--- src/rtl/core/sic_pkg.sv ---
// ---------------------------------------------------------------------------
// sic_pkg: shared types and constants for the segment meeting classifier
// Holds the item structs, the stage-to-stage structs, the class codes and
// small arithmetic helpers used by the pipeline modules.
// ---------------------------------------------------------------------------
package sic_pkg;

  // Coordinate width actually used; wider settings act as the field width
  localparam int COORD_BITS = 16;
  localparam int FW         = 16;
  localparam int CW         = (COORD_BITS < FW) ? COORD_BITS : FW;

  // Arithmetic widths
  localparam int DFW = FW + 1;      // coordinate difference
  localparam int PRW = 2 * DFW;     // product of two differences
  localparam int XW  = PRW + 1;     // cross product
  localparam int LW  = PRW;         // squared length, unsigned
  localparam int MW  = XW - 1;      // cross product magnitude
  localparam int AW  = MW + DFW;    // magnitude of cross times difference
  localparam int NW  = AW + 2;      // rounded dividend 2n + d
  localparam int DVW = MW + 1;      // divisor 2d
  localparam int QW  = 18;          // quotient bits, |t * ab| stays below 2^17

  typedef enum logic [2:0] {
    CLS_NONE    = 3'd0,
    CLS_REGULAR = 3'd1,
    CLS_EDGE    = 3'd2,
    CLS_FIRST   = 3'd3,
    CLS_SECOND  = 3'd4
  } meet_class_t;

  typedef struct packed {
    logic signed [FW-1:0] ax;
    logic signed [FW-1:0] ay;
    logic signed [FW-1:0] bx;
    logic signed [FW-1:0] by_coord;
    logic signed [FW-1:0] px;
    logic signed [FW-1:0] py;
    logic signed [FW-1:0] qx;
    logic signed [FW-1:0] qy;
  } in_item_t;

  typedef struct packed {
    logic [2:0]           meet_class;
    logic signed [FW-1:0] cross_x;
    logic signed [FW-1:0] cross_y;
    logic                 point_valid;
  } out_item_t;

  // Cross products and lengths handed from the front end to the classifier
  typedef struct packed {
    logic signed [FW-1:0]  ax;
    logic signed [FW-1:0]  ay;
    logic signed [DFW-1:0] abx;
    logic signed [DFW-1:0] aby;
    logic signed [XW-1:0]  den;
    logic signed [XW-1:0]  c_edge;
    logic signed [XW-1:0]  c_abp;
    logic signed [XW-1:0]  c_abq;
    logic signed [XW-1:0]  c_pqa;
    logic signed [XW-1:0]  c_pqb;
    logic [LW-1:0]         l_ab;
    logic [LW-1:0]         l_pq;
    logic [LW-1:0]         l_ap;
    logic [LW-1:0]         l_aq;
    logic [LW-1:0]         l_bp;
    logic [LW-1:0]         l_bq;
    logic                  eq_ap;
    logic                  eq_aq;
    logic                  eq_bp;
    logic                  eq_bq;
  } geom_t;

  // Fields that ride along the divider
  typedef struct packed {
    meet_class_t          cls;
    logic signed [FW-1:0] ax;
    logic signed [FW-1:0] ay;
    logic                 neg_x;
    logic                 neg_y;
  } side_t;

  typedef struct packed {
    logic [NW-1:0]  num_x;
    logic [NW-1:0]  num_y;
    logic [DVW-1:0] den;
    side_t          side;
  } div_req_t;

  typedef struct packed {
    logic [QW-1:0] q_x;
    logic [QW-1:0] q_y;
    side_t         side;
  } div_res_t;

  // Keep the low CW bits of a field and sign-extend them
  function automatic logic signed [FW-1:0] sext_coord(input logic [FW-1:0] v);
    logic [FW-1:0] sh;
    sh = v << (FW - CW);
    return $signed(sh) >>> (FW - CW);
  endfunction

  function automatic logic signed [DFW-1:0] diff(input logic signed [FW-1:0] a,
                                                 input logic signed [FW-1:0] b);
    return DFW'(a) - DFW'(b);
  endfunction

  function automatic logic signed [XW-1:0] sub_pr(input logic signed [PRW-1:0] a,
                                                  input logic signed [PRW-1:0] b);
    return XW'(a) - XW'(b);
  endfunction

endpackage

--- src/rtl/core/sic_classify.sv ---
// ---------------------------------------------------------------------------
// sic_classify: endpoint location, class decision and dividend setup
// Stage 4 locates the endpoints and picks the class, stages 5 and 6 form
// the rounded dividend and divisor magnitudes for the crossing point.
// ---------------------------------------------------------------------------
module sic_classify (
  input  logic              clk,
  input  logic              rst_n,
  input  logic              en,
  input  logic              valid_i,
  input  sic_pkg::geom_t    geom_i,
  output logic              valid_o,
  output sic_pkg::div_req_t req_o
);
  import sic_pkg::*;

  typedef enum logic [2:0] {
    LOC_BOUND_A,
    LOC_BOUND_B,
    LOC_INSIDE,
    LOC_OUTSIDE,
    LOC_LEFT,
    LOC_RIGHT
  } loc_t;

  function automatic loc_t locate(input logic eq_u, input logic eq_v,
                                  input logic det_zero, input logic det_pos,
                                  input logic [LW-1:0] l_ux,
                                  input logic [LW-1:0] l_vx,
                                  input logic [LW-1:0] l_uv);
    loc_t r;
    if (eq_u) begin
      r = LOC_BOUND_A;
    end else if (eq_v) begin
      r = LOC_BOUND_B;
    end else if (det_zero) begin
      r = (l_ux < l_uv && l_vx < l_uv) ? LOC_INSIDE : LOC_OUTSIDE;
    end else begin
      r = det_pos ? LOC_LEFT : LOC_RIGHT;
    end
    return r;
  endfunction

  function automatic logic same_side(input loc_t l1, input loc_t l2);
    return (l1 == l2) && (l1 == LOC_LEFT || l1 == LOC_RIGHT);
  endfunction

  function automatic logic [MW-1:0] mag_x(input logic signed [XW-1:0] v);
    logic [XW-1:0] t;
    t = v[XW-1] ? (~v + 1'b1) : v;
    return t[MW-1:0];
  endfunction

  function automatic logic [DFW-1:0] mag_d(input logic signed [DFW-1:0] v);
    return v[DFW-1] ? (~v + 1'b1) : v;
  endfunction

  logic                  v4_r, v5_r, v6_r;
  side_t                 s4_r, s5_r;
  logic [MW-1:0]         mnum4_r, mden4_r, mden5_r;
  logic [DFW-1:0]        mabx4_r, maby4_r;
  logic [PRW-1:0]        phx5_r, plx5_r, phy5_r, ply5_r;
  div_req_t              req_r;
  loc_t                  lp, lq, la, lb;
  logic                  par;
  meet_class_t           cls;
  logic [AW-1:0]         an_x, an_y;

  // Locate the four endpoints and decide the class
  always_comb begin
    par = (geom_i.den == '0) || geom_i.eq_ap || geom_i.eq_aq ||
          geom_i.eq_bp || geom_i.eq_bq;
    lp  = locate(geom_i.eq_ap, geom_i.eq_bp, geom_i.c_abp == '0,
                 !geom_i.c_abp[XW-1] && geom_i.c_abp != '0,
                 geom_i.l_ap, geom_i.l_bp, geom_i.l_ab);
    lq  = locate(geom_i.eq_aq, geom_i.eq_bq, geom_i.c_abq == '0,
                 !geom_i.c_abq[XW-1] && geom_i.c_abq != '0,
                 geom_i.l_aq, geom_i.l_bq, geom_i.l_ab);
    // For the endpoints of AB against PQ the sign is flipped
    la  = locate(geom_i.eq_ap, geom_i.eq_aq, geom_i.c_pqa == '0,
                 geom_i.c_pqa[XW-1], geom_i.l_ap, geom_i.l_aq, geom_i.l_pq);
    lb  = locate(geom_i.eq_bp, geom_i.eq_bq, geom_i.c_pqb == '0,
                 geom_i.c_pqb[XW-1], geom_i.l_bp, geom_i.l_bq, geom_i.l_pq);
    if (par) begin
      cls = (geom_i.c_edge == '0 && geom_i.l_pq > geom_i.l_ab) ? CLS_EDGE : CLS_NONE;
    end else if (!same_side(lp, lq) && !same_side(la, lb) &&
                 lp != LOC_INSIDE && lq != LOC_INSIDE &&
                 la != LOC_INSIDE && lb != LOC_INSIDE) begin
      cls = CLS_REGULAR;
    end else if (la == LOC_INSIDE) begin
      cls = CLS_FIRST;
    end else if (lb == LOC_INSIDE) begin
      cls = CLS_SECOND;
    end else begin
      cls = CLS_NONE;
    end
  end

  // Recombine the partial products
  always_comb begin
    an_x = (AW'(phx5_r) << DFW) + AW'(plx5_r);
    an_y = (AW'(phy5_r) << DFW) + AW'(ply5_r);
  end

  always_ff @(posedge clk) begin
    if (!rst_n) begin
      v4_r <= 1'b0;
      v5_r <= 1'b0;
      v6_r <= 1'b0;
    end else if (en) begin
      v4_r <= valid_i;
      v5_r <= v4_r;
      v6_r <= v5_r;
    end
  end

  // Stage 4: class, magnitudes and quotient signs
  // The dividend is minus the PQ cross term times AB, hence the inversion
  always_ff @(posedge clk) begin
    if (en) begin
      s4_r.cls   <= cls;
      s4_r.ax    <= geom_i.ax;
      s4_r.ay    <= geom_i.ay;
      s4_r.neg_x <= ~(geom_i.c_pqa[XW-1] ^ geom_i.abx[DFW-1] ^ geom_i.den[XW-1]);
      s4_r.neg_y <= ~(geom_i.c_pqa[XW-1] ^ geom_i.aby[DFW-1] ^ geom_i.den[XW-1]);
      mnum4_r    <= mag_x(geom_i.c_pqa);
      mden4_r    <= mag_x(geom_i.den);
      mabx4_r    <= mag_d(geom_i.abx);
      maby4_r    <= mag_d(geom_i.aby);
    end
  end

  // Stage 5: split the wide product into two 17x17 halves
  always_ff @(posedge clk) begin
    if (en) begin
      s5_r    <= s4_r;
      mden5_r <= mden4_r;
      phx5_r  <= mnum4_r[MW-1:DFW] * mabx4_r;
      plx5_r  <= mnum4_r[DFW-1:0] * mabx4_r;
      phy5_r  <= mnum4_r[MW-1:DFW] * maby4_r;
      ply5_r  <= mnum4_r[DFW-1:0] * maby4_r;
    end
  end

  // Stage 6: dividend 2n + d and divisor 2d for half-away rounding
  always_ff @(posedge clk) begin
    if (en) begin
      req_r.num_x <= (NW'(an_x) << 1) + NW'(mden5_r);
      req_r.num_y <= (NW'(an_y) << 1) + NW'(mden5_r);
      req_r.den   <= DVW'(mden5_r) << 1;
      req_r.side  <= s5_r;
    end
  end

  assign valid_o = v6_r;
  assign req_o   = req_r;

endmodule

--- config.mk ---
export PLATFORM = sky130hd
export DESIGN_NAME = sic_classify
export DESIGN_NICKNAME = d
export VERILOG_FILES = /design/src/rtl/core/sic_pkg.sv /design/src/rtl/core/sic_classify.sv
export SDC_FILE = /design/constraint.sdc
export NUM_CORES = 2
export LEC_CHECK = 0
export BUFFER_PORTS_ARGS = -buffer_cell sky130_fd_sc_hd__buf_4
export CORE_MARGIN = 3
export CORE_UTILIZATION = 45
export DETAILED_ROUTE_END_ITERATION = 7
export PLACE_DENSITY = 0.6
export SLEW_MARGIN = 20
export SYNTH_ARGS = -nofsm -noshare
export SYNTH_HDL_FRONTEND = slang
export SYNTH_SLANG_ARGS = --single-unit
--- constraint.sdc ---
create_clock -name clk -period 12.85 [get_ports clk]
set_input_delay 1.285 -clock clk [delete_from_list [all_inputs] [get_ports clk]]
set_output_delay 1.285 -clock clk [all_outputs]
set_load 0.005 [all_outputs]
## Yosys cells after proc, flatten, opt, wreduce, memory -nomap -nowiden

Cells that the tools add are included.

- Multiply operators: 4
- Bitwise operators: 10
- Reduce and logical (&&, ||, !) cells: 32
- Mux-type cells: 29
- Equality and inequality tests: 12
- $lt $le $gt $ge: 9
- Add/sub/neg operators: 8

Operators by type and width:

| operator | number |
|---|---|
| $lt 34x34->1 | 8 |
| $logic_not 35->1 | 6 |
| $mul 17x17->34 | 4 |
| $add 52x34->53 | 2 |
| $add 51x34->51 | 2 |
| $reduce_bool 35->1 | 2 |
| $add 34x1->34 const B | 2 |
| $mux 34 | 2 |
| $not 34->34 | 2 |
| $mux 3 | 16 |
| $add 17x1->17 const B | 2 |
| $gt 34x34->1 | 1 |
| $not 17->17 | 2 |
| $mux 16 | 2 |
| $logic_and 1x1->1 | 14 |
| $eq 3x3->1 const B | 4 |
| $ne 3x2->1 const B | 4 |
| $mux 1 | 8 |
| $eq 3x2->1 const B | 2 |
| $eq 3x3->1 | 2 |
| $logic_or 1x1->1 | 6 |
| $logic_not 1->1 | 4 |
| $xor 1x1->1 | 4 |
| $mux 2 | 1 |
| $not 1->1 | 2 |

- Word-level logic and storage cells: 136
- Input bits: 488
- Output and inout bits: 179
- Bits in registers: 526

## Longest topological paths before layout

- Depth in word-level cells: 17
- Gate-level depth with buffers: 25
- Mapped depth without buffers: 24

## Least setup slack after synthesis

OpenSTA, ideal clock, no wires.

- Path kind: register to register
- Start: register mabx4_r[2]
- End: register phx5_r[32] (data pin)
- Period minus slack after synthesis: 6.443 ns
- Path buffers: 1
- Slack: 6.407 ns
- Stages on the path, launching flop included: 23
- Data required time: 12.592 ns
- Library setup time: 0.258 ns
- Arrival: 6.186 ns
- Cell sequence: edfxtp_1 clkbuf_1 nand2_1 fa_1 fa_1 fa_1 inv_1 fa_1 fa_1 inv_1 fa_1 inv_1 ha_1 a21o_1 a21o_1 a2111oi_0 nor3_1 a2111o_1 nand3_1 nand4_1 a31o_2 a21oi_1 xnor2_1

- Longest elaborated chain between the ends: 1

RTL lines:

| what | RTL line | text |
|---|---|---|
| from (decl) | sic_classify.sv:61 | `logic [DFW-1:0] mabx4_r, maby4_r;` |
| from (signal assigned) | sic_classify.sv:128 | `mabx4_r <= mag_d(geom_i.abx);` |
| $mul 17x17->34 | sic_classify.sv:138 | `phx5_r <= mnum4_r[MW-1:DFW] * mabx4_r;` |
| to (signal assigned) | sic_classify.sv:138 |  |
| to (decl) | sic_classify.sv:62 | `logic [PRW-1:0] phx5_r, plx5_r, phy5_r, ply5_r;` |

Every way passes these cells.
A chain may end at the register's enable or synchronous reset.

## Final worst setup path

Same ends and word-level chain as after synthesis.

==> results.py <==
metrics = {
    "placement": {
        "dp_slack_ns": 5.94,
        "numPortBuffers": 665,
        "hpwl_mm": 162,
        "gp_congestion": 0.914,
    },
    "worst_setup_path": {
        "critical-path-max-stage-delay_ns": 0.55,
        "path_delay_family": "adder cells",
        "critPathBufInv": 4,
        "worst-path-stages": 22,
        "endpoint_kind": "flip-flop",
        "r2r_slack_ns": 5.94,
        "regToRegEndpoint": "phx5_r[32]",
        "crit_arrival_ns": 7.32,
        "rr_startpoint": "mabx4_r[2]",
        "critPathSlowestCell": "a2111oi_0",
        "critical_path.max_fanout": 34,
        "cp-start-kind": "flip-flop",
        "worstPathCellList": "buf_4 -> nand2_1 -> fa_1 -> fa_1 -> fa_1 -> inv_1 -> fa_1 -> fa_1 -> inv_1 -> fa_1 -> inv_1 -> ha_1 -> a21o_1 -> a21o_1 -> a2111oi_0 -> nor3_1 -> a2111o_1 -> nand3_1 -> nand4_1 -> a31o_2 -> a21oi_1 -> xnor2_1",
        "crit_type": "flip-flop to flip-flop",
        "cp_common_cell": "fa_1",
        "reg2reg_depth": 22,
        "worstPathRequired_ns": 13.26,
    },
    "cts": {
        "cts_buffers": 60,
        "cts_root_buffer": "clkbuf_16",
        "cts_setup_buffers": 0,
        "clock_latency_ns": 0.68,
        "clock-sinks": 524,
        "cts_tree": "done",
        "clockBufferDepth": 3,
        "ctsResizeCount": 0,
        "htree_levels": 2,
        "cts.clk_slew.worst_paths_ns": 0.06,
        "cts_hold_buf": 0,
    },
    "timing": {
        "finalMaxSlewViolations": 0,
        "skew_ns": 0.0245,
        "finalCritPeriodShare_pct": 53.8,
        "relSlewSlack_pct": 31.9,
        "setup_tns_ns": 0,
        "period_needed_ns": 6.91,
        "max_freq_mhz": 145,
        "rsz0062_at_grt": "false",
        "finalHoldViolations": 0,
        "worst_pin_slew_ns": 1.01,
        "setup_violations": 0,
        "worst_slack_ns": 5.94,
    },
    "die": {
        "rows": 142,
        "coreArea_um2": 151000,
        "ioPinCount": 667,
        "die_y_um": 397,
        "die-area_um2": 158000,
        "start_util_pct": 45.6,
        "die_w_um": 397,
    },
    "logic_synthesis": {
        "ys_async_sr_fraction_pct": 0,
        "yosysSeqAreaShare_pct": 22.8,
        "synth_edf_count": 521,
        "syn-cell-area_um2": 68900,
        "synthCells": 6997,
        "syn-num-nets": 9219,
        "ys_warn_count": 0,
        "synth_area_per_cell_um2": 9.85,
        "synth_ff_type": "edfxtp_1",
        "synth-seq-cells": 524,
        "yosysUniqueCellTypes": 101,
    },
    "layout": {
        "largest_register_ffs": 175,
        "fin_nets": 9776,
        "drive_gt1_share_pct": 11.6,
        "syn_to_final_growth_pct": 13.2,
        "fillerInstances": 13920,
        "layout_common_cells": "inv_1 (1238), fa_1 (900), ha_1 (834)",
        "utilization_pct": 51.7,
        "final_common_cell": "inv_1",
    },
    "routing": {
        "wl_met1_mm": 90.6,
        "ant_nets": 0,
        "top_layer": "met5",
        "num_vias": 51548,
        "viasPerCell": 5.36,
        "drt_wl_total_mm": 202,
        "wl_met2_mm": 93.3,
        "first_pass_iters": 5,
        "met3_length_mm": 13.2,
        "drc": 0,
        "drtIter0Drc": 3367,
        "wl_per_cell_um": 21.0,
    },
    "min_path": {
        "hold_end": "req_o[14]",
        "hold_class": "flip-flop to flip-flop",
        "hp-start": "s5_r[14]",
        "whs_path_depth": 0,
    },
    "grt": {
        "grt-ovfl-total": 0,
        "grtUsageTotal_pct": 25.7,
        "grt_first_pass_wirelength_mm": 314,
        "grt_pass1_vias": 53909,
        "antenna_found_initial": 15,
        "grt_max_degree": 171,
    },
    "run_status": {
        "status": "finished clean",
    },
    "flow_run": {
        "cap_viol_max_count": 0,
    },
}
[stage by stage]
| stage | area, µm² | cells | hold slack, ns |
|---|---|---|---|
| 3_5_place_dp | 76100 | 9508 | 0.405 |
| 3_3_place_gp | 76100 | 9508 | 0.401 |
| 5_1_grt | 78000 | 9624 | 0.423 |
| 4_1_cts | 78000 | 9618 | 0.415 |
| 6_report | 78000 | 9625 | 0.414 |
| 2_1_floorplan | 68900 | 6997 | 0.400 |
[layer usage]
layer  GRT usage, %  up-vias
met4           6.31        4
met5              0        -
met1           35.9    25612
met3           3.49      245
met2           42.2     1708
li1               -    23979
[how the worst max path moves through the flow]
stage	startpoint	end	slack, ns
after floorplan	mabx4_r[2]	phx5_r[32]	6.41
after global placement	mnum4_r[25]	phx5_r[32]	6.00
after detailed placement	mabx4_r[2]	phx5_r[32]	5.94
after CTS	mabx4_r[2]	phx5_r[32]	5.94
after global routing	mnum4_r[28]	phx5_r[32]	5.49
final	mabx4_r[2]	phx5_r[32]	5.94
[kinds of logic (layout without fill, tap and decap cells)]
logic type / after synthesis / after routing / share of synthesized area, %
multiplexers: 4 / 4 / 0.0599
adder cells (fa/ha/maj): 1734 / 1734 / 41.3
AO/OA/AOI/OAI: 913 / 913 / 8.81
AND/OR/NAND/NOR: 1986 / 1986 / 14.4
other: 1 / 8 / 0.00544
XOR/XNOR: 350 / 350 / 4.46
buffers and inverters: 1485 / 2090 / 8.16
flip-flops: 524 / 524 / 22.8
[area by class of cell]
class                           instances  area [µm²]  area share, %
Clock inverter                         43         410          0.526
Antenna cell                            7        17.5         0.0225
Tap cell                             2016        2520           3.23
Multi-Input combinational cell       4988       47600           61.0
Sequential cell                       524       15700           20.1
Clock buffer                           67        1530           1.96
Timing Repair Buffer                  742        5590           7.17
Inverter                             1238        4650           5.96
[worst reg2reg max path: stages (launching register included)]
cell and delay (ns):
edfxtp_1 0.31, buf_4 0.41, nand2_1 0.18, fa_1 0.54, fa_1 0.52, fa_1 0.52
inv_1 0.06, fa_1 0.49, fa_1 0.49, inv_1 0.05, fa_1 0.47, inv_1 0.04
ha_1 0.34, a21o_1 0.18, a21o_1 0.18, a2111oi_0 0.55, nor3_1 0.16, a2111o_1 0.45
nand3_1 0.11, nand4_1 0.11, a31o_2 0.24, a21oi_1 0.18, xnor2_1 0.08
[cells in the mapped netlist (23+ instances only)]
cell type / instances / area [µm²]
nand3_1: 74 / 370
a21o_1: 165 / 1240
nor2b_1: 50 / 313
nand2_1: 800 / 3000
nand4_1: 77 / 482
or3_1: 23 / 144
inv_1: 1238 / 4650
xor2_1: 61 / 534
o21a_1: 43 / 323
a211oi_1: 37 / 278
nand2b_1: 41 / 257
and3_1: 25 / 156
edfxtp_1: 521 / 15600
and2_1: 520 / 3250
o21ai_0: 164 / 821
nor2_1: 177 / 664
a21oi_1: 238 / 1190
nor4_1: 47 / 294
ha_1: 834 / 10400
clkbuf_1: 232 / 871
xnor2_1: 288 / 2520
o31ai_1: 41 / 308
fa_1: 900 / 18000
nor3_1: 74 / 370
Power is left out: the tool's default activity adds up to more than one toggle a clock period on the data nets, which glitch-free logic cannot reach.
